<file path="src/rtl/aga_pkg.sv">
// Package for the affine-gap global aligner: score types, link struct between
// cells, command/op/state codes and the shared scoring functions.
// No dependencies.
package aga_pkg;

	localparam int MAX_LEN_DEF = 31;
	localparam int SCORE_W = 18;
	localparam int ROW_W = 5;

	typedef logic signed [SCORE_W-1:0] score_t;
	localparam score_t NEG_SENTINEL = -18'sd99999;

	typedef struct packed {
		score_t m;
		score_t x;
		score_t y;
	} trio_t;

	typedef struct packed {
		logic [3:0]        match;
		logic signed [4:0] ts;
		logic signed [4:0] tv;
		logic signed [4:0] go;
		logic signed [4:0] ge;
	} cfg_t;

	// one row token moving right along the chain
	typedef struct packed {
		logic             valid;
		logic [ROW_W-1:0] row;
		logic [1:0]       a;
		trio_t            cur;
		trio_t            diag;
	} link_t;

	typedef struct packed {
		score_t     score;
		logic [1:0] ptr;
	} pick_t;

	localparam logic [1:0] CMD_LOAD_FIRST = 2'd0;
	localparam logic [1:0] CMD_LOAD_SECOND = 2'd1;
	localparam logic [1:0] CMD_START = 2'd2;

	localparam logic [1:0] ST_M = 2'd0;
	localparam logic [1:0] ST_X = 2'd1;
	localparam logic [1:0] ST_Y = 2'd2;
	localparam logic [1:0] PTR_NONE = 2'd3;

	localparam logic [1:0] OP_BOTH = 2'd0;
	localparam logic [1:0] OP_FIRST_GAP = 2'd1;
	localparam logic [1:0] OP_GAP_SECOND = 2'd2;

	localparam logic KIND_SCORE = 1'b0;
	localparam logic KIND_COLUMN = 1'b1;

	localparam logic [2:0] CFG_MATCH = 3'd0;
	localparam logic [2:0] CFG_TRANSITION = 3'd1;
	localparam logic [2:0] CFG_TRANSVERSION = 3'd2;
	localparam logic [2:0] CFG_GAP_OPEN = 3'd3;
	localparam logic [2:0] CFG_GAP_EXTEND = 3'd4;

	// max of three, ties keep the earlier one
	function automatic pick_t best3(score_t a, score_t b, score_t c);
		pick_t r;
		r.score = a;
		r.ptr = ST_M;
		if (b > r.score) begin
			r.score = b;
			r.ptr = ST_X;
		end
		if (c > r.score) begin
			r.score = c;
			r.ptr = ST_Y;
		end
		return r;
	endfunction

	// substitution score; same upper bit means transition
	function automatic score_t subst(logic [1:0] a, logic [1:0] b, cfg_t c);
		score_t s;
		if (a == b) s = score_t'({1'b0, c.match});
		else if (a[1] == b[1]) s = score_t'(c.ts);
		else s = score_t'(c.tv);
		return s;
	endfunction

endpackage

</file>
<file path="src/rtl/aga_cell.sv">
// One column cell of the score array: holds the column's three scores and its
// back-pointer column memory. Depends on aga_pkg.
module aga_cell #(
	parameter int MAX_LEN = aga_pkg::MAX_LEN_DEF,
	parameter bit EDGE = 1'b0
) (
	input  logic                     clk,
	input  logic                     arst_n,
	input  aga_pkg::cfg_t            cfg,
	input  logic [1:0]               b,
	input  aga_pkg::link_t           li,
	output aga_pkg::link_t           lo,
	input  logic [aga_pkg::ROW_W-1:0] rd_row,
	output logic [5:0]               rd_ptr
);
	import aga_pkg::*;

	localparam int RW = $clog2(MAX_LEN + 1);

	logic              valid_q;
	logic [ROW_W-1:0]  row_q;
	logic [1:0]        a_q;
	trio_t             score_q;
	trio_t             diag_q;
	trio_t             nxt;
	logic [1:0]        pm, px, py;
	logic [5:0]        ptr_mem [0:MAX_LEN];
	logic [5:0]        rd_ptr_q;

	// cell update for the incoming row
	always_comb begin
		score_t s, go, ge;
		pick_t rm, rx, ry;
		s = subst(li.a, b, cfg);
		go = score_t'(cfg.go);
		ge = score_t'(cfg.ge);
		rm = best3(li.diag.m + s, li.diag.x + s, li.diag.y + s);
		rx = best3(score_q.m + go, score_q.x + ge, score_q.y + go);
		ry = best3(li.cur.m + go, li.cur.x + go, li.cur.y + ge);
		nxt = '{m: rm.score, x: rx.score, y: ry.score};
		pm = rm.ptr;
		px = rx.ptr;
		py = ry.ptr;
		if (li.row == '0) begin
			if (EDGE) begin
				nxt = '{m: '0, x: '0, y: '0};
				py = PTR_NONE;
			end else begin
				nxt.m = NEG_SENTINEL;
				nxt.x = NEG_SENTINEL;
				pm = PTR_NONE;
			end
			px = PTR_NONE;
			if (EDGE) pm = PTR_NONE;
		end else if (EDGE) begin
			nxt.m = NEG_SENTINEL;
			nxt.y = NEG_SENTINEL;
			pm = PTR_NONE;
			py = PTR_NONE;
		end
	end

	// token register toward the right neighbor
	always_ff @(posedge clk or negedge arst_n) begin
		if (!arst_n) begin
			valid_q <= 1'b0;
		end else begin
			valid_q <= li.valid;
		end
	end

	always_ff @(posedge clk) begin
		if (li.valid) begin
			score_q <= nxt;
			diag_q <= score_q;
			row_q <= li.row;
			a_q <= li.a;
			ptr_mem[li.row[RW-1:0]] <= {py, px, pm};
		end
		rd_ptr_q <= ptr_mem[rd_row[RW-1:0]];
	end

	assign lo = '{valid: valid_q, row: row_q, a: a_q, cur: score_q, diag: diag_q};
	assign rd_ptr = rd_ptr_q;

endmodule

</file>
<file path="config.mk">
export PLATFORM = sky130hd
export DESIGN_NAME = aga_cell
export DESIGN_NICKNAME = d
export VERILOG_FILES = /design/src/rtl/aga_pkg.sv /design/src/rtl/aga_cell.sv
export SDC_FILE = /design/constraint.sdc
export NUM_CORES = 1
export LEC_CHECK = 0
export BUFFER_PORTS_ARGS = -buffer_cell sky130_fd_sc_hd__buf_2
export CAP_MARGIN = 0
export CORE_AREA = 2 2 210 212
export DETAILED_ROUTE_END_ITERATION = 7
export DIE_AREA = 0 0 212 214
export PLACE_DENSITY_LB_ADDON = 0.08
export REMOVE_ABC_BUFFERS = 1
export SLEW_MARGIN = 20
export SYNTH_ARGS = -nofsm -noshare
export SYNTH_HDL_FRONTEND = slang
export SYNTH_SLANG_ARGS = --single-unit
export TNS_END_PERCENT = 10
</file>
<file path="constraint.sdc">
create_clock -name clk -period 20.9 [get_ports clk]
set_input_delay 6.27 -clock clk [delete_from_list [all_inputs] [get_ports clk]]
set_output_delay 6.27 -clock clk [all_outputs]
set_load 0.02 [all_outputs]
</file>
# Word level (Yosys, flattened, before mapping)
# Memories as Yosys holds them, arrays and structs flattened. A register that Yosys moved wholly into a read port is not among the register bits.
# Cells that the tools add are included.
# classes
addsub	9
order_cmp	6
eq_ne	2
muxes	12
n_reduce_logical	1
# ops
operator	count
$mux W20	6
$add A18 B5 Y18	6
$gt A18 B18 Y1	6
$add A18 B18 Y18	3
$mux W18	2
$logic_not A5 Y1	1
$mux W2	2
$eq A2 B2 Y1	1
$mux W1	2
$eq A1 B1 Y1	1
# totals
regBits	116
ram_bits	192
output_inout_bits	122
n_memories	1
# memory_table
name	words	width	rd	rd_ports_with_merged_regs	write_ports	line_no	source
ptr_mem	32	6	1	1	1	aga_cell.sv:27	logic [5:0] ptr_mem [0:MAX_LEN];

# Longest topological paths before layout
# logic_depth
depth_word	9
ltp_mapped	36

# Worst setup path after synthesis
# No wires, ideal clock.
# synth_path
path_type	input to register
from	input port b[0]
to	register score_q, in the netlist lo[105], data pin
setup_ns	0.131
arrival_time_ns	13.684
t_required_ns	20.769
path_slack_ns	7.085
cell_stages	34
path_cell_list	xor2_2 mux2i_1 o21ai_0 ha_1 a211o_1 a21oi_1 nor2_1 a32oi_1 xnor2_1 inv_1 ha_1 a21oi_1 o21ai_0 a21oi_1 o21ai_0 maj3_1 maj3_2 a21oi_2 a21oi_4 buf_12 buf_12 mux2i_2 ha_1 a21o_1 a21o_1 a211oi_1 o21ai_0 a221o_1 a21oi_1 nor2b_1 o311a_1 nor2_1 clkinv_1 a2bb2o_1
# synth_via
elab_chain_cells	7
elab_cells_between_ends	9
# synth_rtl
element	line_no	source
from (decl)	aga_cell.sv:10	input logic [1:0] b,
$eq A2 B2 Y1 (*)	aga_pkg.sv:82	if (a == b) s = score_t'({1'b0, c.match});
$mux W18 (*)	aga_pkg.sv:82	
$add A18 B18 Y18	aga_cell.sv:37	rm = best3(li.diag.m + s, li.diag.x + s, li.diag.y + s);
$gt A18 B18 Y1	aga_pkg.sv:68	if (b > r.score) begin
$mux W20	aga_pkg.sv:68	
$gt A18 B18 Y1	aga_pkg.sv:72	if (c > r.score) begin
$mux W20 (*)	aga_pkg.sv:72	
to (signal assigned)	aga_cell.sv:74	score_q <= nxt;
to (decl)	aga_cell.sv:23	trio_t score_q;
# Mark *: on every way between the ends. The rest lies on a longest branch, timed or not.
# A chain may end at the register's enable or synchronous reset.

# Worst setup path after layout
# Ends and elaborated chain as after synthesis.

==> impl_results.html <==
<table>
<tr><th>Metric</th><th>Value</th></tr>
<tr><th colspan="2">Floorplanning</th></tr>
<tr><td>Num rows</td><td>76</td></tr>
<tr><td>Die Wd</td><td>212 um</td></tr>
<tr><td>Die outline height</td><td>214 um</td></tr>
<tr><td>Floorplan Core Area</td><td>0.04289 sq mm</td></tr>
<tr><td>Effective utilization at floorplan</td><td>49.64%</td></tr>
<tr><td>Count of pins on the block boundary</td><td>271</td></tr>
<tr><td>Die area</td><td>0.04537 sq mm</td></tr>
<tr><th colspan="2">Place</th></tr>
<tr><td>Port Buf Inserts</td><td>270</td></tr>
<tr><td>Area post-placement</td><td>0.02322 sq mm</td></tr>
<tr><td>Post-Place Worst Slack</td><td>5239 ps</td></tr>
<tr><td>HPWL after detailed placement</td><td>41.12 mm</td></tr>
<tr><td>Placer congestion estimate</td><td>0.8803</td></tr>
<tr><th colspan="2">Clocking</th></tr>
<tr><td>Total number of H-tree levels</td><td>2</td></tr>
<tr><td>CTS max path bufs</td><td>3</td></tr>
<tr><td>Clock latency on the worst-skew pair</td><td>550 ps</td></tr>
<tr><td>TritonCTS Buffers</td><td>37</td></tr>
<tr><td>Number of buffers inserted by post-CTS setup repair</td><td>0</td></tr>
<tr><td>Clock tree from TritonCTS</td><td>done</td></tr>
<tr><td>Number of gates resized after CTS</td><td>0</td></tr>
<tr><td>CTS clk-pin slew, worst paths</td><td>50 ps</td></tr>
<tr><td>Number of hold-repair buffers added at the cts stage</td><td>0</td></tr>
<tr><td>Clk root buf</td><td>sky130_fd_sc_hd__clkbuf_16</td></tr>
<tr><td>Sink count of the clock tree</td><td>314</td></tr>
<tr><th colspan="2">Logic synthesis</th></tr>
<tr><td>Top cell type by total area after synthesis</td><td>sky130_fd_sc_hd__edfxtp_1</td></tr>
<tr><td>Library cell with the highest instance count after synthesis</td><td>sky130_fd_sc_hd__edfxtp_1</td></tr>
<tr><td>Post-synth cell types</td><td>98</td></tr>
<tr><td>Cell Area, Synth</td><td>0.02129 sq mm</td></tr>
<tr><td>Top post-synthesis cells by count</td><td>sky130_fd_sc_hd__edfxtp_1 (307), sky130_fd_sc_hd__ha_1 (219), sky130_fd_sc_hd__nor2_1 (154)</td></tr>
<tr><td>Number of warnings reported in the yosys synthesis log</td><td>0</td></tr>
<tr><td>Share of cell area taken by muxes after synthesis</td><td>9.081%</td></tr>
<tr><td>Post-synthesis instance total</td><td>1,821</td></tr>
<tr><td>Post-synthesis xor/xnor area fraction</td><td>6.859%</td></tr>
<tr><td>Area contributors post-synth</td><td>sky130_fd_sc_hd__edfxtp_1 (43%), sky130_fd_sc_hd__ha_1 (13%), sky130_fd_sc_hd__mux4_2 (6.3%), sky130_fd_sc_hd__xnor2_1 (4.5%), sky130_fd_sc_hd__a21oi_1 (3.1%)</td></tr>
<tr><td>Compound-cell area share of the yosys netlist</td><td>13.21%</td></tr>
<tr><td>Synthesis-stage register bit count</td><td>314</td></tr>
<tr><td>Sequential element share of the synthesized area</td><td>43.99%</td></tr>
<tr><td>Adder-Cell Fraction of Synth Area</td><td>13.87%</td></tr>
<tr><td>Fraction of post-synthesis cell area in the top cell type by area</td><td>43.31%</td></tr>
<tr><td>Largest family of logic cells by synthesized area</td><td>adder cells</td></tr>
<tr><td>EDFF count, synth</td><td>307</td></tr>
<tr><td>Avg Synthesized Cell Area</td><td>11.69 sq um</td></tr>
<tr><td>Post-synthesis share of cell area spent on and, or, nand and nor gates</td><td>10.23%</td></tr>
<tr><td>Share of flip-flops with an asynchronous set or reset</td><td>0.3185%</td></tr>
<tr><td>Most frequently used flop master after synthesis</td><td>sky130_fd_sc_hd__edfxtp_1</td></tr>
<tr><th colspan="2">Detailed routing</th></tr>
<tr><td>Post-detailed-route DRC marker count</td><td>0</td></tr>
<tr><td>Number of design-rule violations left by the first detailed-router iteration</td><td>1,211</td></tr>
<tr><td>Per-cell via count in the routed design</td><td>5.708</td></tr>
<tr><td>Final wirelength</td><td>53.65 mm</td></tr>
<tr><td>Pre-antenna DRT Iters</td><td>5</td></tr>
<tr><td>Final antenna-violating net count</td><td>0</td></tr>
<tr><td>Routed wirelength normalized by instance count</td><td>19.83 um</td></tr>
<tr><td>Detailed-route via count</td><td>15,440</td></tr>
<tr><th colspan="2">Pwr</th></tr>
<tr><td>Max VDD drop</td><td>0.0002774 V</td></tr>
<tr><td>Final total power</td><td>4.585 mW</td></tr>
<tr><td>Leak Pwr</td><td>9.936 nW</td></tr>
<tr><td>Areal power density over the cells</td><td>187.6 mW/mm^2</td></tr>
<tr><th colspan="2">STA</th></tr>
<tr><td>Worst max-slew margin expressed relative to the limit</td><td>35.12%</td></tr>
<tr><td>Number of pins exceeding their max-slew limit in the final report</td><td>0</td></tr>
<tr><td>Transition time at the pin with the least slew margin</td><td>973.2 ps</td></tr>
<tr><td>Final worst path period need</td><td>14,510 ps</td></tr>
<tr><td>Fmax achieved</td><td>68.90 MHz</td></tr>
<tr><td>Unrepaired setup endpoints after global routing</td><td>false</td></tr>
<tr><td>Slack of the critical path</td><td>6386 ps</td></tr>
<tr><td>Max Clock Skew</td><td>20.34 ps</td></tr>
<tr><td>Setup total negative slack</td><td>0 ps</td></tr>
<tr><td>Endpoints failing setup</td><td>0</td></tr>
<tr><td>Final hold vios</td><td>0</td></tr>
<tr><td>Final worst path period share</td><td>69.45%</td></tr>
<tr><td>Worst hold-check slack</td><td>486.7 ps</td></tr>
<tr><th colspan="2">Global routing</th></tr>
<tr><td>Largest net degree at the start of global routing</td><td>64</td></tr>
<tr><td>Number of global-route vias before repair</td><td>14,990</td></tr>
<tr><td>Initial antenna violation count</td><td>0</td></tr>
<tr><td>Global router's overall resource usage</td><td>23.44%</td></tr>
<tr><td>Global route total overflow</td><td>0</td></tr>
<tr><td>Global-route wire length before repair</td><td>82.54 mm</td></tr>
<tr><th colspan="2">Critical path</th></tr>
<tr><td>Sort of element at the end of the critical path</td><td>register</td></tr>
<tr><td>Critical-path cell with the highest stage delay</td><td>sky130_fd_sc_hd__a21oi_4</td></tr>
<tr><td>Worst setup SP type</td><td>input port</td></tr>
<tr><td>CP max stage delay</td><td>680 ps</td></tr>
<tr><td>Critical path peak fanout</td><td>39</td></tr>
<tr><td>Classification of the worst setup path</td><td>input port to register</td></tr>
<tr><td>Arrival time reported for the critical path endpoint</td><td>14,920 ps</td></tr>
<tr><td>FF-to-FF setup slack</td><td>12,460 ps</td></tr>
<tr><td>Cell repeated most along the worst path</td><td>sky130_fd_sc_hd__o21ai_0</td></tr>
<tr><td>Top Family by Delay on Critical Path</td><td>compound AO/OA/AOI/OAI gates</td></tr>
<tr><td>Number of buffers and inverters on the critical path</td><td>3</td></tr>
<tr><td>Required time worst endpoint</td><td>21,300 ps</td></tr>
<tr><th colspan="2">Layout</th></tr>
<tr><td>Area delta synth-&gt;final</td><td>14.80%</td></tr>
<tr><td>Layout Cell Area excl Fill</td><td>0.02444 sq mm</td></tr>
<tr><td>Share of final-layout standard cells stronger than drive strength 1</td><td>20.95%</td></tr>
<tr><td>Number of nets in the layout</td><td>2,468</td></tr>
<tr><th colspan="2">Run status</th></tr>
<tr><td>Result of the run</td><td>finished, final reports clean</td></tr>
<tr><th colspan="2">Hold path</th></tr>
<tr><td>Worst hold path type</td><td>register to register</td></tr>
<tr><th colspan="2">Job</th></tr>
<tr><td>Max Cap Violations</td><td>0</td></tr>
</table>
==> cell type report <==
type / instances / area, sq um
repair buffers: 282 / 1444
well taps: 585 / 732.0
fillers: 3680 / 18450
clock buffers: 45 / 975.9
inverters: 88 / 330.3
clock inverters: 22 / 230.2
diodes: 1 / 2.502
flip-flops and latches: 314 / 9364
multi-input cells: 1368 / 11360
==> routing by layer <==
| layer | vias up | part of all wire [%] | GRT usage (%) |
|---|---|---|---|
| li1 | 7560 | - | - |
| met1 | 7376 | 45 | 32.20 |
| met2 | 436 | 47 | 38.67 |
| met3 | 69 | 6.3 | 4.384 |
| met4 | 0 | 1.8 | 5.117 |
| met5 | - | 0 | 0 |
==> power by group <==
group,internal (mW),total (mW),switching [mW],leakage [nW]
clock,0.384,0.644,0.260,0.584
sequential,1.19,1.28,0.0868,2.88
combinational,1.00,2.66,1.66,6.47
total,2.58,4.58,2.01,9.94
==> sequential cells by signal, indices dropped and copies added (netlist names) <==
name	count
a_q	2
lo	108
ptr_mem	192
rd_ptr	6
row_q	5
valid_q	1
==> placed cells by master (no fill, tap or decap), types with 12 or more instances in the layout <==
cell	synthesis	routed
sky130_fd_sc_hd__and3_1	22	22
sky130_fd_sc_hd__buf_4	2	13
sky130_fd_sc_hd__nand4_1	26	26
sky130_fd_sc_hd__or3_1	15	15
sky130_fd_sc_hd__nor3_1	38	37
sky130_fd_sc_hd__o21bai_1	16	15
sky130_fd_sc_hd__buf_2	6	269
sky130_fd_sc_hd__xor2_1	48	48
sky130_fd_sc_hd__a21o_1	59	59
sky130_fd_sc_hd__o21a_1	20	20
sky130_fd_sc_hd__nand2b_1	12	12
sky130_fd_sc_hd__edfxtp_1	307	307
sky130_fd_sc_hd__nand2_1	72	71
sky130_fd_sc_hd__nor2b_1	23	22
sky130_fd_sc_hd__ha_1	219	219
sky130_fd_sc_hd__a211oi_1	14	14
sky130_fd_sc_hd__o21ai_0	54	54
sky130_fd_sc_hd__mux4_2	60	60
sky130_fd_sc_hd__a31oi_1	16	15
sky130_fd_sc_hd__xnor2_1	110	110
sky130_fd_sc_hd__nand3_1	36	36
sky130_fd_sc_hd__clkbuf_16	0	37
sky130_fd_sc_hd__nor2_1	154	154
sky130_fd_sc_hd__mux2i_1	44	44
sky130_fd_sc_hd__a21oi_1	133	133
sky130_fd_sc_hd__inv_1	86	86
==> worst paths after layout <==
path | start | end | depth (start not counted)
max in group asynchronous | arst_n | valid_q | 1
setup reg to reg | lo[73] | lo[87] | 32
hold / removal | lo[98] | lo[44] | 0
hold reg to reg | lo[98] | lo[44] | 0
setup / recovery | b[0] | lo[105] | 33
min in group asynchronous | arst_n | valid_q | 1
==> metrics by stage <==
| stage | utilization (%) | std cells |
|---|---|---|
| 2_1_floorplan | - | 1770 |
| 3_3_place_gp | 54.14 | 2637 |
| 3_5_place_dp | 54.14 | 2637 |
| 4_1_cts | 56.96 | 2704 |
| 5_1_grt | 56.98 | 2704 |
| 6_report | 56.98 | 2705 |
==> logic make-up after synthesis <==
family | count (synthesis)
AO/OA/AOI/OAI | 417
XOR/XNOR | 162
adder cells (fa/ha/maj) | 231
buffers and inverters | 139
flip-flops | 314
multiplexers | 116
AND/OR/NAND/NOR | 442
No activity file was read; power rests on OpenSTA's default activity.
